==> src/design/depth_pixel_backprojection_unit_macros.svh <==
// Assertion macros shared by the RTL of the depth back-projection block.
// Each macro expects clk_i and rst_ni to exist in the module that uses it.
`ifndef DEPTH_PIXEL_BACKPROJECTION_UNIT_MACROS_SVH
`define DEPTH_PIXEL_BACKPROJECTION_UNIT_MACROS_SVH

// Same-cycle implication.
`define DPB_ASSERT_NOW(label, ante, cons, msg) \
  label: assert property (@(posedge clk_i) disable iff (!rst_ni) (ante) |-> (cons)) \
    else $error(msg);

// Next-cycle implication.
`define DPB_ASSERT_NEXT(label, ante, cons, msg) \
  label: assert property (@(posedge clk_i) disable iff (!rst_ni) (ante) |=> (cons)) \
    else $error(msg);

`endif

==> src/design/dpb_pkg.sv <==
`timescale 1ns / 1ps
`default_nettype none

package dpb_pkg;

  localparam int unsigned MaxWidth  = 4096;
  localparam int unsigned MaxHeight = 4096;

  localparam int unsigned PosW    = $clog2(MaxWidth);
  localparam int unsigned RowW    = $clog2(MaxHeight);
  localparam int unsigned FwW     = 13;
  localparam int unsigned MulAW   = 32;
  localparam int unsigned MulBW   = 28;
  localparam int unsigned ProdW   = MulAW + MulBW;
  localparam int unsigned KeptW   = 24;
  localparam int unsigned CfgIdxW = 3;
  localparam int unsigned CfgDataW = 32;

  typedef enum logic [CfgIdxW-1:0] {
    REG_CENTER_X     = 3'd0,
    REG_CENTER_Y     = 3'd1,
    REG_RECIP_FX     = 3'd2,
    REG_RECIP_FY     = 3'd3,
    REG_RECIP_DSCALE = 3'd4,
    REG_MIN_DEPTH    = 3'd5,
    REG_MAX_DEPTH    = 3'd6,
    REG_FRAME_WIDTH  = 3'd7
  } cfg_idx_e;

  localparam logic [15:0] CenterXRst  = 16'd5120;
  localparam logic [15:0] CenterYRst  = 16'd3840;
  localparam logic [23:0] RecipFRst   = 24'd32263;
  localparam logic [23:0] RecipDsRst  = 24'd16777;
  localparam logic [31:0] MinDepthRst = 32'd0;
  localparam logic [31:0] MaxDepthRst = 32'd655360;
  localparam logic [FwW-1:0] FwRst    = 13'd640;

  typedef struct packed {
    logic [15:0]    center_x;
    logic [15:0]    center_y;
    logic [23:0]    recip_focal_x;
    logic [23:0]    recip_focal_y;
    logic [23:0]    recip_depth_scale;
    logic [31:0]    min_depth;
    logic [31:0]    max_depth;
    logic [FwW-1:0] eff_width;
  } cfg_t;

endpackage

`default_nettype wire

==> src/design/dpb_cfg_regs.sv <==
`timescale 1ns / 1ps
`default_nettype none

module dpb_cfg_regs (
  input  logic                          clk_i,
  input  logic                          rst_ni,
  input  logic                          cfg_we_i,
  input  logic [dpb_pkg::CfgIdxW-1:0]   cfg_index_i,
  input  logic [dpb_pkg::CfgDataW-1:0]  cfg_data_i,
  output dpb_pkg::cfg_t                 cfg_o
);

  logic [15:0]             center_x_q, center_y_q;
  logic [23:0]             recip_fx_q, recip_fy_q, recip_ds_q;
  logic [31:0]             min_depth_q, max_depth_q;
  logic [dpb_pkg::FwW-1:0] fw_q;
  logic [dpb_pkg::FwW-1:0] eff_width;

  always_ff @(posedge clk_i or negedge rst_ni) begin
    if (!rst_ni) begin
      center_x_q  <= dpb_pkg::CenterXRst;
      center_y_q  <= dpb_pkg::CenterYRst;
      recip_fx_q  <= dpb_pkg::RecipFRst;
      recip_fy_q  <= dpb_pkg::RecipFRst;
      recip_ds_q  <= dpb_pkg::RecipDsRst;
      min_depth_q <= dpb_pkg::MinDepthRst;
      max_depth_q <= dpb_pkg::MaxDepthRst;
      fw_q        <= dpb_pkg::FwRst;
    end else if (cfg_we_i) begin
      unique case (dpb_pkg::cfg_idx_e'(cfg_index_i))
        dpb_pkg::REG_CENTER_X:     center_x_q  <= cfg_data_i[15:0];
        dpb_pkg::REG_CENTER_Y:     center_y_q  <= cfg_data_i[15:0];
        dpb_pkg::REG_RECIP_FX:     recip_fx_q  <= cfg_data_i[23:0];
        dpb_pkg::REG_RECIP_FY:     recip_fy_q  <= cfg_data_i[23:0];
        dpb_pkg::REG_RECIP_DSCALE: recip_ds_q  <= cfg_data_i[23:0];
        dpb_pkg::REG_MIN_DEPTH:    min_depth_q <= cfg_data_i;
        dpb_pkg::REG_MAX_DEPTH:    max_depth_q <= cfg_data_i;
        dpb_pkg::REG_FRAME_WIDTH:  fw_q        <= cfg_data_i[dpb_pkg::FwW-1:0];
        default:                   center_x_q  <= center_x_q;
      endcase
    end
  end

  // A width of zero behaves as one; anything above MaxWidth is clamped to MaxWidth.
  always_comb begin
    priority if (fw_q == '0) begin
      eff_width = dpb_pkg::FwW'(1);
    end else if (fw_q > dpb_pkg::FwW'(dpb_pkg::MaxWidth)) begin
      eff_width = dpb_pkg::FwW'(dpb_pkg::MaxWidth);
    end else begin
      eff_width = fw_q;
    end
  end

  assign cfg_o = '{
    center_x:          center_x_q,
    center_y:          center_y_q,
    recip_focal_x:     recip_fx_q,
    recip_focal_y:     recip_fy_q,
    recip_depth_scale: recip_ds_q,
    min_depth:         min_depth_q,
    max_depth:         max_depth_q,
    eff_width:         eff_width
  };

endmodule

`default_nettype wire

==> src/design/dpb_mul.sv <==
`timescale 1ns / 1ps
`default_nettype none

module dpb_mul (
  input  logic                        clk_i,
  input  logic [dpb_pkg::MulAW-1:0]   a_i,
  input  logic [dpb_pkg::MulBW-1:0]   b_i,
  output logic [dpb_pkg::ProdW-1:0]   prod_o
);

  logic [dpb_pkg::ProdW-1:0] prod_d, prod_q;

  assign prod_d = dpb_pkg::ProdW'(a_i) * dpb_pkg::ProdW'(b_i);

  always_ff @(posedge clk_i) begin
    prod_q <= prod_d;
  end

  assign prod_o = prod_q;

endmodule

`default_nettype wire

==> src/design/depth_pixel_backprojection_unit.sv <==
// Depth pixel back-projection unit.
// Input channel: one beat per depth pixel in raster order (raw_depth_i, colour bytes,
// last_pixel_i), qualified by in_valid_i and held off by in_stall_o. The beat with
// last_pixel_i set closes the frame; column, row and point index restart at zero.
// Output channel: one beat per kept point (x, y, z, colour, point index), qualified by
// out_valid_o and held off by out_stall_i. Pixels whose z is outside (min, max] give
// no beat. Configuration: cfg_valid_i/cfg_ready_o write beats, cfg_index_i selects the
// register; cfg_ready_o is always high and writes belong between pixels.
// Timing: one 32x28 multiplier with a registered product does every multiplication and
// is used once for z, and three times per axis (focal scale, low and high halves).
// A pixel holds the input off from its beat until the sequencer is back in S_IDLE:
// through S_Z, S_ZCHK, the projection states S_PX to S_HY (kept pixels only) and S_OUT.
// So no new pixel is taken before the last one is done. The point beat shows on
// out_valid_o when S_OUT loads the output register. A finished point sits there while
// the next pixel is accepted and computed; when the receiver stalls, only the next
// point's final write-back waits for that register to free up. Reset clears the
// counters, the sequencer and out_valid_o, and loads the register reset values.
`timescale 1ns / 1ps
`default_nettype none
`include "depth_pixel_backprojection_unit_macros.svh"

module depth_pixel_backprojection_unit (
  input  logic                          clk_i,
  input  logic                          rst_ni,
  input  logic                          in_valid_i,
  output logic                          in_stall_o,
  input  logic [15:0]                   raw_depth_i,
  input  logic [7:0]                    blue_i,
  input  logic [7:0]                    green_i,
  input  logic [7:0]                    red_i,
  input  logic                          last_pixel_i,
  output logic                          out_valid_o,
  input  logic                          out_stall_i,
  output logic signed [31:0]            point_x_o,
  output logic signed [31:0]            point_y_o,
  output logic [31:0]                   point_z_o,
  output logic [7:0]                    out_red_o,
  output logic [7:0]                    out_green_o,
  output logic [7:0]                    out_blue_o,
  output logic [dpb_pkg::KeptW-1:0]     point_index_o,
  input  logic                          cfg_valid_i,
  output logic                          cfg_ready_o,
  input  logic [dpb_pkg::CfgIdxW-1:0]   cfg_index_i,
  input  logic [dpb_pkg::CfgDataW-1:0]  cfg_data_i
);

  typedef enum logic [3:0] {
    S_IDLE, S_Z, S_ZCHK, S_PX, S_LX, S_HX, S_PY, S_LY, S_HY, S_OUT
  } state_e;

  localparam logic [dpb_pkg::KeptW-1:0] KeptTop = '1;
  localparam logic [dpb_pkg::RowW-1:0]  RowTop  = dpb_pkg::RowW'(dpb_pkg::MaxHeight - 1);

  function automatic logic [17:0] pixel_offset(input logic [11:0] pos, input logic [15:0] ctr);
    logic [17:0] diff;
    diff = {2'b00, pos, 4'b0000} - {2'b00, ctr};
    return diff;
  endfunction

  function automatic logic [16:0] offset_mag(input logic [17:0] diff);
    logic [17:0] m;
    m = diff[17] ? (18'd0 - diff) : diff;
    return m[16:0];
  endfunction

  function automatic logic [31:0] sat_axis(input logic neg, input logic [45:0] mag);
    logic [31:0] r;
    if (neg) begin
      r = (mag[45:31] != '0) ? 32'h8000_0000 : (32'd0 - mag[31:0]);
    end else begin
      r = (mag[45:31] != '0) ? 32'h7FFF_FFFF : mag[31:0];
    end
    return r;
  endfunction

  dpb_pkg::cfg_t cfg;

  state_e state_q;
  logic [15:0] raw_q;
  logic [7:0]  blue_q, green_q, red_q;
  logic        last_q, keep_q;
  logic [31:0] z_q;
  logic [27:0] hi_q;
  logic [17:0] acc_q;
  logic [31:0] x_q, y_q;
  logic [dpb_pkg::PosW-1:0]  column_q;
  logic [dpb_pkg::RowW-1:0]  row_q;
  logic [dpb_pkg::KeptW-1:0] kept_q;

  logic        out_valid_q;
  logic [31:0] point_x_q, point_y_q, point_z_q;
  logic [7:0]  out_red_q, out_green_q, out_blue_q;
  logic [dpb_pkg::KeptW-1:0] point_index_q;

  logic [dpb_pkg::MulAW-1:0] mul_a;
  logic [dpb_pkg::MulBW-1:0] mul_b;
  logic [dpb_pkg::ProdW-1:0] prod;

  logic [17:0] dx, dy;
  logic [16:0] dx_mag, dy_mag;
  logic [31:0] z_new;
  logic        z_ok;
  logic [45:0] mag_sum;
  logic        in_take, finish, col_wrap, out_load;

  dpb_cfg_regs u_cfg (
    .clk_i       (clk_i),
    .rst_ni      (rst_ni),
    .cfg_we_i    (cfg_valid_i && cfg_ready_o),
    .cfg_index_i (cfg_index_i),
    .cfg_data_i  (cfg_data_i),
    .cfg_o       (cfg)
  );

  dpb_mul u_mul (
    .clk_i  (clk_i),
    .a_i    (mul_a),
    .b_i    (mul_b),
    .prod_o (prod)
  );

  assign cfg_ready_o = 1'b1;
  assign in_stall_o  = (state_q != S_IDLE);
  assign in_take     = in_valid_i && !in_stall_o;

  assign dx     = pixel_offset(column_q, cfg.center_x);
  assign dy     = pixel_offset(row_q, cfg.center_y);
  assign dx_mag = offset_mag(dx);
  assign dy_mag = offset_mag(dy);

  assign z_new   = prod[39:8];
  assign z_ok    = (z_new > cfg.min_depth) && (z_new <= cfg.max_depth);
  // Exact product split: |d| * p / 2^28 = |d| * hi + floor(|d| * lo / 2^28).
  assign mag_sum = prod[45:0] + 46'(acc_q);

  // A rejected pixel does not need the output register.
  assign finish   = !keep_q || !out_valid_q || !out_stall_i;
  assign out_load = (state_q == S_OUT) && finish && keep_q;
  assign col_wrap = ({1'b0, column_q} + 13'd1) >= cfg.eff_width;

  always_comb begin
    unique case (state_q)
      S_Z: begin
        mul_a = 32'(raw_q);
        mul_b = 28'(cfg.recip_depth_scale);
      end
      S_ZCHK: begin
        mul_a = z_new;
        mul_b = 28'(cfg.recip_focal_x);
      end
      S_PX: begin
        mul_a = 32'(dx_mag);
        mul_b = prod[27:0];
      end
      S_LX: begin
        mul_a = 32'(dx_mag);
        mul_b = hi_q;
      end
      S_HX: begin
        mul_a = z_q;
        mul_b = 28'(cfg.recip_focal_y);
      end
      S_PY: begin
        mul_a = 32'(dy_mag);
        mul_b = prod[27:0];
      end
      S_LY: begin
        mul_a = 32'(dy_mag);
        mul_b = hi_q;
      end
      default: begin
        mul_a = '0;
        mul_b = '0;
      end
    endcase
  end

  always_ff @(posedge clk_i or negedge rst_ni) begin
    if (!rst_ni) begin
      state_q     <= S_IDLE;
      column_q    <= '0;
      row_q       <= '0;
      kept_q      <= '0;
      out_valid_q <= 1'b0;
      keep_q      <= 1'b0;
    end else begin
      if (out_valid_q && !out_stall_i && !out_load) begin
        out_valid_q <= 1'b0;
      end
      unique case (state_q)
        S_IDLE: begin
          if (in_take) begin
            raw_q   <= raw_depth_i;
            blue_q  <= blue_i;
            green_q <= green_i;
            red_q   <= red_i;
            last_q  <= last_pixel_i;
            state_q <= S_Z;
          end
        end
        S_Z: begin
          state_q <= S_ZCHK;
        end
        S_ZCHK: begin
          z_q     <= z_new;
          keep_q  <= z_ok;
          state_q <= z_ok ? S_PX : S_OUT;
        end
        S_PX: begin
          hi_q    <= prod[55:28];
          state_q <= S_LX;
        end
        S_LX: begin
          acc_q   <= prod[45:28];
          state_q <= S_HX;
        end
        S_HX: begin
          x_q     <= sat_axis(dx[17], mag_sum);
          state_q <= S_PY;
        end
        S_PY: begin
          hi_q    <= prod[55:28];
          state_q <= S_LY;
        end
        S_LY: begin
          acc_q   <= prod[45:28];
          state_q <= S_HY;
        end
        S_HY: begin
          y_q     <= sat_axis(dy[17], mag_sum);
          state_q <= S_OUT;
        end
        S_OUT: begin
          if (finish) begin
            if (keep_q) begin
              out_valid_q   <= 1'b1;
              point_x_q     <= x_q;
              point_y_q     <= y_q;
              point_z_q     <= z_q;
              out_red_q     <= red_q;
              out_green_q   <= green_q;
              out_blue_q    <= blue_q;
              point_index_q <= kept_q;
            end
            priority if (last_q) begin
              column_q <= '0;
              row_q    <= '0;
              kept_q   <= '0;
            end else begin
              if (keep_q && kept_q != KeptTop) begin
                kept_q <= kept_q + 1'b1;
              end
              if (col_wrap) begin
                column_q <= '0;
                if (row_q != RowTop) begin
                  row_q <= row_q + 1'b1;
                end
              end else begin
                column_q <= column_q + 1'b1;
              end
            end
            state_q <= S_IDLE;
          end
        end
        default: begin
          state_q <= S_IDLE;
        end
      endcase
    end
  end

  assign out_valid_o   = out_valid_q;
  assign point_x_o     = $signed(point_x_q);
  assign point_y_o     = $signed(point_y_q);
  assign point_z_o     = point_z_q;
  assign out_red_o     = out_red_q;
  assign out_green_o   = out_green_q;
  assign out_blue_o    = out_blue_q;
  assign point_index_o = point_index_q;

  `DPB_ASSERT_NEXT(a_take_starts, in_take, state_q == S_Z, "accepted pixel did not start")
  `DPB_ASSERT_NEXT(a_frame_clear, (state_q == S_OUT) && finish && last_q,
                   (column_q == '0) && (row_q == '0) && (kept_q == '0),
                   "counters not cleared after frame end")
  `DPB_ASSERT_NEXT(a_cnt_hold, !((state_q == S_OUT) && finish),
                   $stable(column_q) && $stable(row_q) && $stable(kept_q),
                   "counters moved outside pixel completion")
  `DPB_ASSERT_NOW(a_busy_stall, (state_q == S_PX) || (state_q == S_HY),
                  in_stall_o && keep_q, "projection running without a kept point")

endmodule

`default_nettype wire
==> config.mk <==
export PLATFORM = sky130hd
export DESIGN_NAME = depth_pixel_backprojection_unit
export DESIGN_NICKNAME = d
export VERILOG_FILES = /design/src/design/dpb_pkg.sv /design/src/design/dpb_cfg_regs.sv /design/src/design/dpb_mul.sv /design/src/design/depth_pixel_backprojection_unit.sv
export VERILOG_INCLUDE_DIRS = /design/src /design/src/design
export SDC_FILE = /design/constraint.sdc
export NUM_CORES = 2
export LEC_CHECK = 0
export CAP_MARGIN = 20
export CORE_MARGIN = 5
export CORE_UTILIZATION = 58
export DETAILED_ROUTE_END_ITERATION = 6
export DONT_BUFFER_PORTS = 1
export MAX_ROUTING_LAYER = met4
export PLACE_DENSITY = 0.73
export SETUP_SLACK_MARGIN = 0.02
export SLEW_MARGIN = 25
export SYNTH_ARGS = -nofsm -noshare
export SYNTH_HDL_FRONTEND = slang
export SYNTH_SLANG_ARGS = --single-unit
export TNS_END_PERCENT = 50
==> constraint.sdc <==
create_clock -name clk_i -period 9.51 [get_ports clk_i]
set_input_delay 1.902 -clock clk_i [delete_from_list [all_inputs] [get_ports clk_i]]
set_output_delay 1.902 -clock clk_i [all_outputs]
set_load 0.05 [all_outputs]
==> impl_metrics.env <==
export IMPL_cts_inserted_buffers=58
export IMPL_path_common_cell="fa_1"
export IMPL_first_pass_iters=7
export IMPL_io_buffers=0
export IMPL_utilization=0.681
export IMPL_fmax_mhz=102
export IMPL_core_area_um2=98000
export IMPL_failed_checks="DRC, setup timing"
export IMPL_regToRegSetupSlack_ns=-0.26
export IMPL_synth_edf_count=327
export IMPL_syn_inst=5728
export IMPL_synth_top_area_share=0.272
export IMPL_layout_drive_gt1_share=0.186
export IMPL_htree_num_levels=2
export IMPL_synth_area_top_cells="fa_1 27%, edfxtp_1 17%, dfrtp_1 8.9%"
export IMPL_slew_violations=0
export IMPL_ys_types=95
export IMPL_cap_violations=0
export IMPL_rr_worst_depth=37
export IMPL_crit_type="reg -> reg"
export IMPL_finalWeightedCongestion=1.04
export IMPL_syn_area_um2=57000
export IMPL_hold_viol=0
export IMPL_grt_max_degree=243
export IMPL_grt_pass1_wl_mm=282
export IMPL_rows=115
export IMPL_fin_crit_sh=1.03
export IMPL_grt_overflow=0
export IMPL_rsz0062_at_grt="true"
export IMPL_synth_largest_area_cell="fa_1"
export IMPL_clkTransAtPathRegs_ns=0.07
export IMPL_cp_slowest_cell="fa_1"
export IMPL_synthTopCellsByCount="1085 x inv_1, 774 x fa_1, 748 x nand2_1, 403 x nor2_1, 327 x edfxtp_1"
export IMPL_ant_nets=0
export IMPL_wl_per_cell_um=24.9
export IMPL_ys_warn_count=0
export IMPL_synth_main_ff_cell="edfxtp_1"
export IMPL_chipHeight_um=323
export IMPL_critical_path_max_stage_delay_ns=0.55
export IMPL_cts_tree="done"
export IMPL_floorplan_initialDensity=0.581
export IMPL_dieWidth_um=323
export IMPL_io_pins=228
export IMPL_fin_nets=7359
export IMPL_root_buffer="clkbuf_16"
export IMPL_fin_crit_ns=9.77
export IMPL_crit_path_max_fanout=6
export IMPL_grt_pass1_vias=46000
export IMPL_finalWorstSetupSlack_ns=-0.263
export IMPL_yosysMostFrequentCell="inv_1"
export IMPL_area_growth_syn_to_layout_pct=17.2
export IMPL_cp_end_kind="register"
export IMPL_async_flop_share=0.380
export IMPL_clock_latency_ns=0.65
export IMPL_antenna_found_initial=14
export IMPL_reg2reg_from="u_cfg.center_x_q[4]"
export IMPL_worstPathRequired_ns=10.06
export IMPL_grt_util_all_layers=0.372
export IMPL_holdPathEnd="hi_q[24]"
export IMPL_cts_max_path_buffers=3
export IMPL_finalSetupViolations=9
export IMPL_avgViaCountPerCell=5.94
export IMPL_crit_arrival_ns=10.33
export IMPL_drt_wl_total_mm=188
export IMPL_setup_tns_ns=-0.972
export IMPL_hp_start="u_mul.prod_o[52]"
export IMPL_worst_clock_skew_ns=0.0250
export IMPL_syn_area_per_cell_um2=9.94
export IMPL_r2r_end="u_mul.prod_o[52]"
export IMPL_worstSetupStartpointType="register"
export IMPL_worstHoldPathCells=0
export IMPL_hold_class="reg -> reg"
export IMPL_hpwlAfterDp_mm=146
export IMPL_ys_seq_elements=618
export IMPL_drc=3
export IMPL_run_status="complete, but fails checks"
export IMPL_ys_seq_area_frac=0.296
export IMPL_via_count=44700
export IMPL_cts_num_sinks=618
export IMPL_drt_iter0_drc=4641
export IMPL_worstMarginPinSlew_ns=1.12
export IMPL_slew_headroom=0.250
export IMPL_cts_hold_buf=0
export IMPL_die_area_um2=105000
[cell families (layout without fill, tap and decap cells)]
kind of cell | count (synthesis) | after routing | share of synthesized area
other | 2 | 59 | 0.000132
AND/OR/NAND/NOR | 1590 | 1590 | 0.123
multiplexers | 165 | 165 | 0.0324
flip-flops | 618 | 618 | 0.296
adder cells (fa/ha/maj) | 1090 | 1090 | 0.341
AO/OA/AOI/OAI | 731 | 731 | 0.0880
XOR/XNOR | 192 | 192 | 0.0295
buffers and inverters | 1340 | 1800 | 0.0890
[registers in the layout, indices dropped and copies added (netlist names), 28 cells and up]
register           flops
x_q                   32
y_q                   32
u_mul.prod_o          56
u_cfg.max_depth_q     32
point_z_o             32
u_cfg.min_depth_q     32
hi_q                  28
point_x_o             32
z_q                   32
point_y_o             32
[cell usage in the layout (no fill, tap or decap), types with 68 or more instances in the layout]
| cell type | count |
|---|---|
| inv_1 | 1058 |
| and2_1 | 76 |
| buf_4 | 514 |
| mux2_2 | 157 |
| a21oi_1 | 140 |
| nor2_1 | 383 |
| xnor2_1 | 112 |
| nand2_1 | 743 |
| fa_1 | 752 |
| a22oi_1 | 72 |
| edfxtp_1 | 327 |
| xor2_1 | 68 |
| o21ai_0 | 108 |
| ha_1 | 295 |
| dfrtp_1 | 202 |
[how the worst max path moves through the flow]
stage	start	end	slack, ns
2_1_floorplan	u_cfg.center_x_q[0]	u_mul.prod_o[52]	0.02
3_3_place_gp	column_q[0]	u_mul.prod_o[52]	-0.47
3_5_place_dp	column_q[0]	u_mul.prod_o[52]	-0.64
4_1_cts	column_q[0]	u_mul.prod_o[52]	-0.21
5_1_grt	u_cfg.center_x_q[4]	u_mul.prod_o[52]	-0.56
6_report	u_cfg.center_x_q[4]	u_mul.prod_o[52]	-0.26
[what timing repair did]
item | in CTS | in global routing
endpoints found under the setup margin | 23 | 27
gates resized for setup | 126 | 150
setup buffers | 33 | 41
pin swaps | 84 | 144
cloned | 4 | 1
[metrics by stage]
stage               cell area, µm²  hold WS, ns  instances  setup slack [ns]
global placement             62700        0.387       7334            -0.475
finish                       66700        0.406       7532            -0.263
global route                 66700        0.412       7529            -0.565
floorplan                    57200        0.386       5777            0.0248
CTS                          65700        0.405       7482            -0.207
detailed placement           62700        0.390       7336            -0.642
[critical path, delay by kind of cell (launching register included)]
family / cells / cell delay, ns
flip-flops: 1 / 0.38
adder cells (fa/ha/maj): 9 / 3.94
buffers and inverters: 6 / 0.53
AND/OR/NAND/NOR: 6 / 1.04
AO/OA/AOI/OAI: 14 / 3.49
XOR/XNOR: 2 / 0.25
[layout make-up]
class	instances	area [µm²]
clock buffers	73	1580
multi-input cells	3819	36600
flip-flops and latches	618	16900
inverters	1085	4070
clock inverters	36	503
well taps	1287	1610
repair buffers	606	5520
diodes	8	20.0
fillers	7322	31300
[per-layer routing]
| metal | global-route usage | part of all wire | routed length, µm | vias to the layer above |
|---|---|---|---|---|
| li1 | - | - | - | 19200 |
| met1 | 0.479 | 0.38 | 70400 | 22300 |
| met2 | 0.569 | 0.45 | 85100 | 2548 |
| met3 | 0.0845 | 0.11 | 20700 | 619 |
| met4 | 0.167 | 0.060 | 11300 | 0 |
| met5 | - | 0 | 0 | - |
Power is left out: the tool's default activity adds up to more than one toggle a clock period on the data nets, which glitch-free logic cannot reach.
